--- src/sv/owm_pkg.sv ---
// Shared types, codes and timing table for the 1-Wire bus master.
// Used by the front queue, the step engine, the result queue and the top level.
// No dependencies.
package owm_pkg;

	// Command codes on the input side
	localparam logic [1:0] CMD_NONE  = 2'd0;
	localparam logic [1:0] CMD_RESET = 2'd1;
	localparam logic [1:0] CMD_WRITE = 2'd2;
	localparam logic [1:0] CMD_READ  = 2'd3;

	// Bus phase codes
	localparam int PH_W = 4;
	localparam logic [PH_W-1:0] PH_IDLE    = 4'd0;
	localparam logic [PH_W-1:0] PH_RST_LOW = 4'd1;
	localparam logic [PH_W-1:0] PH_RST_SMP = 4'd2;
	localparam logic [PH_W-1:0] PH_RST_REC = 4'd3;
	localparam logic [PH_W-1:0] PH_WR_LOW  = 4'd4;
	localparam logic [PH_W-1:0] PH_WR_SLOT = 4'd5;
	localparam logic [PH_W-1:0] PH_RD_LOW  = 4'd6;
	localparam logic [PH_W-1:0] PH_RD_WAIT = 4'd7;
	localparam logic [PH_W-1:0] PH_RD_REST = 4'd8;

	localparam int US_W  = 9;
	localparam int TPU_W = 10;
	localparam logic [TPU_W-1:0] TPU_RESET = 10'd50;

	// Queue depth on either side
	localparam int QDEPTH = 2;

	typedef logic [1:0] op_t;

	// One classified input item
	typedef struct packed {
		op_t        op;
		logic       starts;
		logic [7:0] data;
		logic       line;
	} item_t;

	// One result item
	typedef struct packed {
		logic       line_low;
		logic       busy;
		logic       done;
		logic       present;
		logic [7:0] rdata;
	} res_t;

	// Phase length in microseconds
	function automatic logic [US_W-1:0] phase_us(input logic [PH_W-1:0] ph);
		logic [US_W-1:0] us;
		unique case (ph)
			PH_RST_LOW: us = 9'd485;
			PH_RST_SMP: us = 9'd65;
			PH_RST_REC: us = 9'd420;
			PH_WR_LOW:  us = 9'd2;
			PH_WR_SLOT: us = 9'd65;
			PH_RD_LOW:  us = 9'd2;
			PH_RD_WAIT: us = 9'd13;
			PH_RD_REST: us = 9'd45;
			default:    us = 9'd0;
		endcase
		return us;
	endfunction

endpackage

--- src/sv/onewire_bus_master.sv ---
// 1-Wire bus master top level: front queue, step engine, result queue.
// A pushed tick is registered in the front queue, then stepped once the result queue has room and registered there.
// Throughput: one tick per cycle, as long as the result queue has room for the result of each step.
// Reset: both queues empty, bus idle, counters and shift byte zero, 50 ticks per us.
// Depends on owm_pkg, owm_front, owm_engine, owm_outq.
module onewire_bus_master (
	input  logic       clk,
	input  logic       arst_n,
	input  logic       push,
	output logic       full,
	input  logic [1:0] command,
	input  logic [7:0] data_byte,
	input  logic       line_in,
	input  logic       cfg_wr_en,
	input  logic [9:0] cfg_wr_data,
	output logic       empty,
	input  logic       pop,
	output logic       line_low,
	output logic       busy_res,
	output logic       done_res,
	output logic       device_present,
	output logic [7:0] rx_byte
);
	import owm_pkg::*;

	logic  head_valid;
	item_t head;
	logic  rq_full;
	logic  fire;
	res_t  step_res;
	res_t  out_res;

	// Step whenever a tick waits and the result queue has room
	assign fire = head_valid && !rq_full;

	owm_front u_front (
		.clk       (clk),
		.arst_n    (arst_n),
		.push      (push),
		.full      (full),
		.command   (command),
		.data_byte (data_byte),
		.line_in   (line_in),
		.head_valid(head_valid),
		.head      (head),
		.head_take (fire)
	);

	owm_engine u_engine (
		.clk        (clk),
		.arst_n     (arst_n),
		.cfg_wr_en  (cfg_wr_en),
		.cfg_wr_data(cfg_wr_data),
		.fire       (fire),
		.item       (head),
		.res        (step_res)
	);

	owm_outq u_outq (
		.clk   (clk),
		.arst_n(arst_n),
		.wr_en (fire),
		.wr_res(step_res),
		.q_full(rq_full),
		.pop   (pop),
		.empty (empty),
		.head  (out_res)
	);

	assign line_low       = out_res.line_low;
	assign busy_res       = out_res.busy;
	assign done_res       = out_res.done;
	assign device_present = out_res.present;
	assign rx_byte        = out_res.rdata;

`ifndef SYNTHESIS
	// A finished command leaves the bus idle
	a_done_idle: assert property (@(posedge clk) disable iff (!arst_n)
		!empty && done_res |-> !busy_res)
		else $error("done result while still busy");

	// The line is driven low only during a command
	a_drive_busy: assert property (@(posedge clk) disable iff (!arst_n)
		!empty && line_low |-> busy_res)
		else $error("line driven low while idle");

	// The front queue fills only after a transfer in
	a_full_rise: assert property (@(posedge clk) disable iff (!arst_n)
		$rose(full) |-> $past(push))
		else $error("front queue filled without a transfer");

	// Every stepped tick lands in the result queue
	a_fire_src: assert property (@(posedge clk) disable iff (!arst_n)
		fire |=> !empty)
		else $error("stepped tick lost before the result queue");
`endif

endmodule

--- src/sv/owm_front.sv ---
// Front queue of the 1-Wire bus master: accepts ticks and classifies the command.
// Depends on owm_pkg.
module owm_front (
	input  logic              clk,
	input  logic              arst_n,
	input  logic              push,
	output logic              full,
	input  logic [1:0]        command,
	input  logic [7:0]        data_byte,
	input  logic              line_in,
	output logic              head_valid,
	output owm_pkg::item_t    head,
	input  logic              head_take
);
	import owm_pkg::*;

	item_t      mem_q [QDEPTH];
	logic       wr_ptr_q;
	logic       rd_ptr_q;
	logic [1:0] count_q;
	item_t      cls;
	logic       do_push;
	logic       do_pop;

	// Classify the incoming command
	always_comb begin
		cls.data = data_byte;
		cls.line = line_in;
		unique case (command)
			CMD_RESET: begin cls.op = CMD_RESET; cls.starts = 1'b1; end
			CMD_WRITE: begin cls.op = CMD_WRITE; cls.starts = 1'b1; end
			CMD_READ:  begin cls.op = CMD_READ;  cls.starts = 1'b1; end
			default:   begin cls.op = CMD_NONE;  cls.starts = 1'b0; end
		endcase
	end

	assign full       = (count_q == 2'(QDEPTH));
	assign head_valid = (count_q != 2'd0);
	assign head       = mem_q[rd_ptr_q];
	assign do_push    = push && !full;
	assign do_pop     = head_take && head_valid;

	// Store a transfer
	always_ff @(posedge clk) begin
		if (do_push) begin
			mem_q[wr_ptr_q] <= cls;
		end
	end

	// Advance pointers and count
	always_ff @(posedge clk or negedge arst_n) begin
		if (!arst_n) begin
			wr_ptr_q <= 1'b0;
			rd_ptr_q <= 1'b0;
			count_q  <= 2'd0;
		end else begin
			if (do_push) wr_ptr_q <= ~wr_ptr_q;
			if (do_pop)  rd_ptr_q <= ~rd_ptr_q;
			case ({do_push, do_pop})
				2'b10:   count_q <= count_q + 2'd1;
				2'b01:   count_q <= count_q - 2'd1;
				default: count_q <= count_q;
			endcase
		end
	end

endmodule

--- src/sv/owm_engine.sv ---
// Step engine of the 1-Wire bus master: advances bus timing by one tick per item.
// Depends on owm_pkg.
module owm_engine (
	input  logic                       clk,
	input  logic                       arst_n,
	input  logic                       cfg_wr_en,
	input  logic [owm_pkg::TPU_W-1:0]  cfg_wr_data,
	input  logic                       fire,
	input  owm_pkg::item_t             item,
	output owm_pkg::res_t              res
);
	import owm_pkg::*;

	logic [TPU_W-1:0] tpu_q;
	logic [PH_W-1:0]  phase_q;
	logic [US_W-1:0]  us_cnt_q;
	logic [TPU_W-1:0] presc_q;
	logic [2:0]       bit_pos_q;
	logic [7:0]       shift_q;
	logic             present_q;

	logic [PH_W-1:0]  phase_n;
	logic [US_W-1:0]  us_cnt_n;
	logic [TPU_W-1:0] presc_n;
	logic [2:0]       bit_pos_n;
	logic [7:0]       shift_n;
	logic             present_n;
	logic             done_n;

	logic [TPU_W-1:0] tpu_eff;
	logic [TPU_W:0]   presc_inc;
	logic [US_W-1:0]  us_inc;
	logic             us_tick;
	logic             ph_end;

	assign tpu_eff   = (tpu_q == '0) ? TPU_W'(1) : tpu_q;
	assign presc_inc = {1'b0, presc_q} + (TPU_W+1)'(1);
	assign us_tick   = (presc_inc >= {1'b0, tpu_eff});
	assign us_inc    = us_cnt_q + US_W'(1);
	assign ph_end    = us_tick && (us_inc >= phase_us(phase_q));

	// Compute the next state for one tick
	always_comb begin
		phase_n   = phase_q;
		us_cnt_n  = us_cnt_q;
		presc_n   = presc_q;
		bit_pos_n = bit_pos_q;
		shift_n   = shift_q;
		present_n = present_q;
		done_n    = 1'b0;
		if (phase_q == PH_IDLE) begin
			if (item.starts) begin
				us_cnt_n = '0;
				presc_n  = '0;
				unique case (item.op)
					CMD_WRITE: begin
						phase_n   = PH_WR_LOW;
						shift_n   = item.data;
						bit_pos_n = 3'd0;
					end
					CMD_READ: begin
						phase_n   = PH_RD_LOW;
						shift_n   = 8'd0;
						bit_pos_n = 3'd0;
					end
					default: phase_n = PH_RST_LOW;
				endcase
			end
		end else if (us_tick) begin
			presc_n  = '0;
			us_cnt_n = us_inc;
			if (ph_end) begin
				us_cnt_n = '0;
				unique case (phase_q)
					PH_RST_LOW: phase_n = PH_RST_SMP;
					PH_RST_SMP: begin
						present_n = ~item.line;
						phase_n   = PH_RST_REC;
					end
					PH_WR_LOW:  phase_n = PH_WR_SLOT;
					PH_WR_SLOT: begin
						shift_n = {1'b0, shift_q[7:1]};
						if (bit_pos_q == 3'd7) begin
							bit_pos_n = 3'd0;
							phase_n   = PH_IDLE;
							done_n    = 1'b1;
						end else begin
							bit_pos_n = bit_pos_q + 3'd1;
							phase_n   = PH_WR_LOW;
						end
					end
					PH_RD_LOW:  phase_n = PH_RD_WAIT;
					PH_RD_WAIT: begin
						shift_n = {item.line, shift_q[7:1]};
						phase_n = PH_RD_REST;
					end
					PH_RD_REST: begin
						if (bit_pos_q == 3'd7) begin
							bit_pos_n = 3'd0;
							phase_n   = PH_IDLE;
							done_n    = 1'b1;
						end else begin
							bit_pos_n = bit_pos_q + 3'd1;
							phase_n   = PH_RD_LOW;
						end
					end
					default: begin
						phase_n = PH_IDLE;
						done_n  = 1'b1;
					end
				endcase
			end
		end else begin
			presc_n = presc_inc[TPU_W-1:0];
		end
	end

	// Form the result from the updated state
	always_comb begin
		case (phase_n) inside
			PH_RST_LOW, PH_WR_LOW, PH_RD_LOW: res.line_low = 1'b1;
			PH_WR_SLOT:                      res.line_low = ~shift_n[0];
			default:                         res.line_low = 1'b0;
		endcase
		res.busy    = (phase_n != PH_IDLE);
		res.done    = done_n;
		res.present = present_n;
		res.rdata   = shift_n;
	end

	// Hold the timing register
	always_ff @(posedge clk or negedge arst_n) begin
		if (!arst_n) begin
			tpu_q <= TPU_RESET;
		end else if (cfg_wr_en) begin
			tpu_q <= cfg_wr_data;
		end
	end

	// Advance the bus state on each tick taken
	always_ff @(posedge clk or negedge arst_n) begin
		if (!arst_n) begin
			phase_q   <= PH_IDLE;
			us_cnt_q  <= '0;
			presc_q   <= '0;
			bit_pos_q <= 3'd0;
			shift_q   <= 8'd0;
			present_q <= 1'b0;
		end else if (fire) begin
			phase_q   <= phase_n;
			us_cnt_q  <= us_cnt_n;
			presc_q   <= presc_n;
			bit_pos_q <= bit_pos_n;
			shift_q   <= shift_n;
			present_q <= present_n;
		end
	end

endmodule

--- src/sv/owm_outq.sv ---
// Result queue of the 1-Wire bus master: holds results until they are popped.
// Depends on owm_pkg.
module owm_outq (
	input  logic           clk,
	input  logic           arst_n,
	input  logic           wr_en,
	input  owm_pkg::res_t  wr_res,
	output logic           q_full,
	input  logic           pop,
	output logic           empty,
	output owm_pkg::res_t  head
);
	import owm_pkg::*;

	res_t       mem_q [QDEPTH];
	logic       wr_ptr_q;
	logic       rd_ptr_q;
	logic [1:0] count_q;
	logic       do_pop;

	assign q_full = (count_q == 2'(QDEPTH));
	assign empty  = (count_q == 2'd0);
	assign head   = mem_q[rd_ptr_q];
	assign do_pop = pop && !empty;

	// Store a result
	always_ff @(posedge clk) begin
		if (wr_en) begin
			mem_q[wr_ptr_q] <= wr_res;
		end
	end

	// Advance pointers and count
	always_ff @(posedge clk or negedge arst_n) begin
		if (!arst_n) begin
			wr_ptr_q <= 1'b0;
			rd_ptr_q <= 1'b0;
			count_q  <= 2'd0;
		end else begin
			if (wr_en)  wr_ptr_q <= ~wr_ptr_q;
			if (do_pop) rd_ptr_q <= ~rd_ptr_q;
			case ({wr_en, do_pop})
				2'b10:   count_q <= count_q + 2'd1;
				2'b01:   count_q <= count_q - 2'd1;
				default: count_q <= count_q;
			endcase
		end
	end

endmodule
--- config.mk ---
export PLATFORM = sky130hd
export DESIGN_NAME = onewire_bus_master
export DESIGN_NICKNAME = d
export VERILOG_FILES = /design/src/sv/owm_pkg.sv /design/src/sv/onewire_bus_master.sv /design/src/sv/owm_front.sv /design/src/sv/owm_engine.sv /design/src/sv/owm_outq.sv
export SDC_FILE = /design/constraint.sdc
export NUM_CORES = 1
export LEC_CHECK = 0
export BUFFER_PORTS_ARGS = -buffer_cell sky130_fd_sc_hd__buf_2
export CORE_MARGIN = 2
export CORE_UTILIZATION = 60
export CTS_BUF_LIST = sky130_fd_sc_hd__clkbuf_4 sky130_fd_sc_hd__clkbuf_8
export DETAILED_ROUTE_END_ITERATION = 8
export GPL_TIMING_DRIVEN = 0
export PLACE_DENSITY = 0.82
export SLEW_MARGIN = 30
export SYNTH_ARGS = -nofsm -noshare
export SYNTH_HDL_FRONTEND = slang
export SYNTH_SLANG_ARGS = --single-unit
--- constraint.sdc ---
create_clock -name clk -period 4.3 [get_ports clk]
set_clock_uncertainty 0.2 [all_clocks]
set_input_delay 0.86 -clock clk [delete_from_list [all_inputs] [get_ports clk]]
set_output_delay 0.86 -clock clk [all_outputs]
set_load 0.005 [all_outputs]
; ---- Word level (Yosys, flattened, before mapping)
; Memories as Yosys holds them, arrays and structs flattened.
; Index checks and enable logic that the tools add are counted.
[totals]
regBits = 53
ramBits = 48
romBits = 128
in_bits = 26
output_inout_bits = 14
wordCells = 128
memories = 3
[classes]
addsub = 7
magnitude_cmp = 2
eq_ne = 25
mux = 47
bitwise = 6
n_reduce_logical = 25
[mem_list]
columns = memory, depth, word_bits, read_ports, rd_ports_with_merged_regs, wr, line
row1 = (no name shown), 16, 8, 1, 0, 0, owm_pkg.sv:53  ; unique case (ph)
row2 = u_front.mem_q, 2, 12, 1, 0, 1, owm_front.sv:17  ; item_t mem_q [QDEPTH];
row3 = u_outq.mem_q, 2, 12, 1, 0, 1, owm_outq.sv:15  ; res_t mem_q [QDEPTH];
[ops]
columns = operator, count
row1 = $mux 10, 4
row2 = $mux 9, 4
row3 = $mux 8, 4
row4 = $pmux 8 s2, 2
row5 = $eq 4x3->1 const B, 7
row6 = $pmux 4 s7, 1
row7 = $mux 3, 9
row8 = $eq 2x2->1 const B, 8
row9 = $mux 4, 4
row10 = $mux 1, 14
row11 = $reduce_bool 2->1, 6
row12 = $add 10x1->11 const B, 1
row13 = $ge 11x10->1, 1
row14 = $logic_not 10->1, 1
row15 = $add 9x1->9 const B, 1
row16 = $ge 9x9->1, 1
row17 = $pmux 3 s3, 1
row18 = $eq 4x1->1 const B, 2
row19 = $pmux 2 s2, 2
row20 = $eq 2x1->1 const B, 3
row21 = $not 1->1, 6
row22 = $pmux 3 s2, 1
row23 = $reduce_and 6->1, 1
row24 = $logic_and 1x1->1, 5
row25 = other kinds (17), 23

; ---- Logic depth before layout (Yosys ltp)
[depth]
word_depth = 10
mapped_depth = 16
depth_no_buf = 15

; ---- Modules after synthesis
; Synthesis repeated with hierarchy kept, for this count alone.
[hier_totals]
cells_unflattened = 489
area_unflattened_um2 = 5286.3
[by_module_without_submodules]
columns = module, n_inst, cells_each, area_each_um2, seq_area_each_um2
row1 = owm_engine, 1, 376, 3134.3, 1129.8
row2 = owm_front, 1, 58, 1076.0, 820.8
row3 = owm_outq, 1, 54, 1062.3, 820.8
row4 = onewire_bus_master, 1, 1, 13.8, 0.0

; ---- Least setup slack after synthesis
; OpenSTA, ideal clock, no wires.
[synth_path]
path_type = register -> register
from = register u_engine.phase_q[0]
to = memory u_outq.mem_q[0][10] in the netlist's numbering, data pin
setup_ns = 0.274
arrival_time_ns = 3.028
required_ns = 3.826
slack_ns = 0.798
stages_incl_launch_ff = 15
path_buffers = 0
synth_period_minus_slack_ns = 3.502
path_cell_list = dfrtp_1 -> inv_1 -> ha_1 -> nand2_1 -> a21o_1 -> and2_1 -> ha_1 -> a21oi_1 -> o21ai_1 -> a2111oi_4 -> o21bai_2 -> a21oi_2 -> a31oi_1 -> nand2b_4 -> or4_4
[synth_lines]
columns = element, line
row1 = start: declaration, owm_engine.sv:15  ; logic [PH_W-1:0] phase_q;
row2 = start signal: assignment, owm_engine.sv:150  ; phase_q <= phase_n;
row3 = end: declaration, owm_outq.sv:15

==> impl_results.md <==
* First-pass GRT wire length at 17700 um
* Post-Syn Instances at around 470
* Largest cells by area after synthesis: edfxtp_1 27%, dfrtp_1 24%, ha_1 6.6%
* Initial core utilization at between 60 and 70%
* Worst-Margin Slew at 0.711 ns
* Crit path DAT at between 3 and 4 ns
* # IOs at 40
* Final hold viol count at 0
* Clk root buf: clkbuf_8
* Reg2reg start: u_engine.presc_q[0]
* GR Util All Layers at 22.9%
* Overflow left after global routing at 0
* Normalized max-slew margin at between 50 and 60%
* Crit-path max FO at 8
* Sequential-to-total area share from yosys stat at 52.2%
* Worst reg-to-reg setup slack at 0.36 ns
* Clk slew on worst S/H paths at approximately 0.11 ns
* HPWL Detailed at between 7000 and 8000 um
* Post-synth top area cell: edfxtp_1
* Setup TNS at 0 ns
* TritonRoute pass-1 iters at 5
* Antenna viol nets, final at 0
* Fin area at 0.00587 sq mm
* Endpoints failing setup at 0
* Vias per cell at between 5 and 6
* Result of the run: finished clean
* Placed cell areas at 0.00564 sq mm
* Post-Syn Area per Cell at 11.2 sq um
* Vias in the first global route at 3760
* Worst hold path class: reg2reg
* Power Density at 675 mW/mm^2
* Worst Setup SP: u_engine.presc_q[0]
* Num rows at 34
* Library cells used by synthesis at 61
* RR Endpoint: u_outq.mem_q[0][10]
* Die outline width at 98.1 um
* Core area at 0.00864 sq mm
* WP data required at 4.21 ns
* Pleak at 0.00245 uW
* IO buf count at 38
* Clock Sink Count at roughly 100
* Post-synth net total at 528
* Async SR Flop Fraction at between 50% and 60%
* Max-cap violations at 0
* Final Net Count at 577
* Vias at between 3000 and 4000
* Clk Latency, worst-skew pair at 0.38 ns
* Largest net degree at the start of global routing at between 50 and 60
* RSZ-0062 raised after global routing: no
* Commonest cells after routing, fill and taps aside: 54 x nand2_1, 50 x dfrtp_1, 48 x edfxtp_1
* # diodes at 0
* Area Overhead vs Synth at 10.5%
* Setup crit end: u_outq.mem_q[0][10]
* Max Slew Vio Count at 0
* Layout cells sized above 1 at roughly a fifth
* EDFF count, synth at 48
* Die area at 0.00962 sq mm
* Crit. End Element: register
* Fillers at 644
* Ys Warns at 0
* CTS tree: built
* Initial drt markers at about 300
* FMAX at 0.254 GHz
* Area share of the largest cell type after synthesis at 27.1%
* Peak supply drop at 352 uV
* Top_reg_cell synth: dfrtp_1
* Most common cell after layout, fill and taps aside: nand2_1
* Longest Clk Path Bufs at 2
* Period minus WS final at 3.94 ns
* Placer Congestion at 0.931
* DRC at 0
* FF+latch count, synth at just over 100
* WS Path Type: reg2reg
* Crit share post-route at 91.7%
* Chip height at ~100 um
* CP Launch Type: register
* H-tree levels at 3
* Hold_ws at 0.302 ns
* WL final at around 11000 um
* Mapped Area at 0.00531 sq mm
* Postcts setup bufs at 0
* Initial antenna violation count at 0
* DR WL/cell at between 15 and 20 um
* FF-to-FF path depth at 14
* TritonCTS buffer count at 9
layer usage:
layer  up-vias  wire length, um  track usage [%]
li1       1824                -                -
met1      1827             4610             29.5
met2       112             5430             40.3
met3        15              480             4.51
met4         0              121             5.56
met5         -                0                0
synth_stat cells, drive strengths merged (2+ instances only):
| cell | n |
|---|---|
| a21boi | 5 |
| a21oi | 10 |
| a221oi | 2 |
| a22o | 4 |
| a22oi | 8 |
| a31oi | 4 |
| a32o | 10 |
| and2 | 4 |
| and2b | 2 |
| and3 | 7 |
| and4 | 2 |
| buf | 3 |
| clkbuf | 15 |
| dfrtp | 50 |
| dfstp | 3 |
| edfxtp | 48 |
| ha | 28 |
| inv | 21 |
| mux2 | 28 |
| mux2i | 9 |
| nand2 | 55 |
| nand2b | 3 |
| nand3 | 10 |
| nand4 | 4 |
| nor2 | 23 |
| nor2b | 7 |
| nor3 | 9 |
| o211ai | 3 |
| o21a | 3 |
| o21ai | 51 |
| o21bai | 2 |
| o22ai | 3 |
| or2 | 2 |
| xnor2 | 17 |
| xor2 | 7 |
through the flow:
| stage | util [%] | total power (uW) | worst slack [ns] | std cells |
|---|---|---|---|---|
| global placement | 65.3 | 3240 | 0.466 | 620 |
| global route | 67.9 | 4230 | 0.0559 | 636 |
| finish | 67.9 | 3960 | 0.359 | 636 |
| detailed placement | 65.3 | 3330 | 0.381 | 620 |
| CTS | 67.8 | 3960 | 0.333 | 636 |
| floorplan | - | 2830 | 0.798 | 474 |
what timing repair did:
| item | 4_1_cts | 5_1_grt |
|---|---|---|
| gates resized for setup | 0 | 1 |
| hold buffers | 0 | 0 |
| setup endpoints to repair | 0 | 2 |
sequential cells by signal, summed over array words and instances (netlist names), 2 cells and up:
name	flops
u_outq.mem_q	24
u_engine.shift_q	8
u_front.count_q	2
u_outq.count_q	2
u_engine.tpu_q	10
u_front.mem_q	24
u_engine.bit_pos_q	3
u_engine.phase_q	4
u_engine.us_cnt_q	9
u_engine.presc_q	10
power breakdown:
part / internal [uW] / switching [uW] / total (uW)
Combinational: 736 / 1050 / 1790
Sequential: 1380 / 175 / 1560
Clock: 236 / 376 / 611
Total: 2360 / 1600 / 3960
worst max-delay path, cell delays in order (launching register included):
cell      delay [ns]
dfrtp_1         0.46
ha_1            0.23
nand3_1         0.13
nor2_1          0.23
and4_1          0.24
xor2_1          0.24
ha_1            0.22
nor3_1          0.06
o21ai_1         0.07
a21oi_1         0.08
o21ai_1         0.43
a21oi_2         0.26
o21ai_1         0.18
o211ai_1        0.13
or4_4           0.53
kinds of logic after synthesis:
family,share of synthesized area [%]
simple gates,12.2
compound gates,14.6
flops,52.2
buf+inv,2.83
mux,7.63
fa+ha+maj,6.60
xor+xnor,3.96
final cells by class:
cell class | count | area, sq um | share of cell area [%]
clock inverter | 7 | 93.8 | 1.60
clock buffer | 9 | 124 | 2.11
timing repair buffer | 38 | 193 | 3.28
inverter | 21 | 78.8 | 1.34
tap | 108 | 135 | 2.30
sequential | 101 | 2770 | 47.2
buffer | 18 | 71.3 | 1.22
multi-input combinational | 334 | 2400 | 40.9
worst min path at each step:
stage	from	to	slack, ns	depth (start not counted)
after CTS	u_engine.present_q	u_engine.present_q	0.31	1
after global placement	u_engine.present_q	u_engine.present_q	0.26	1
after floorplan	u_engine.present_q	u_engine.present_q	0.25	1
after detailed placement	u_engine.present_q	u_engine.present_q	0.28	1
final	u_engine.present_q	u_engine.present_q	0.30	1
after global routing	u_engine.present_q	u_engine.present_q	0.33	1
(Power assumes the default switching activity.)
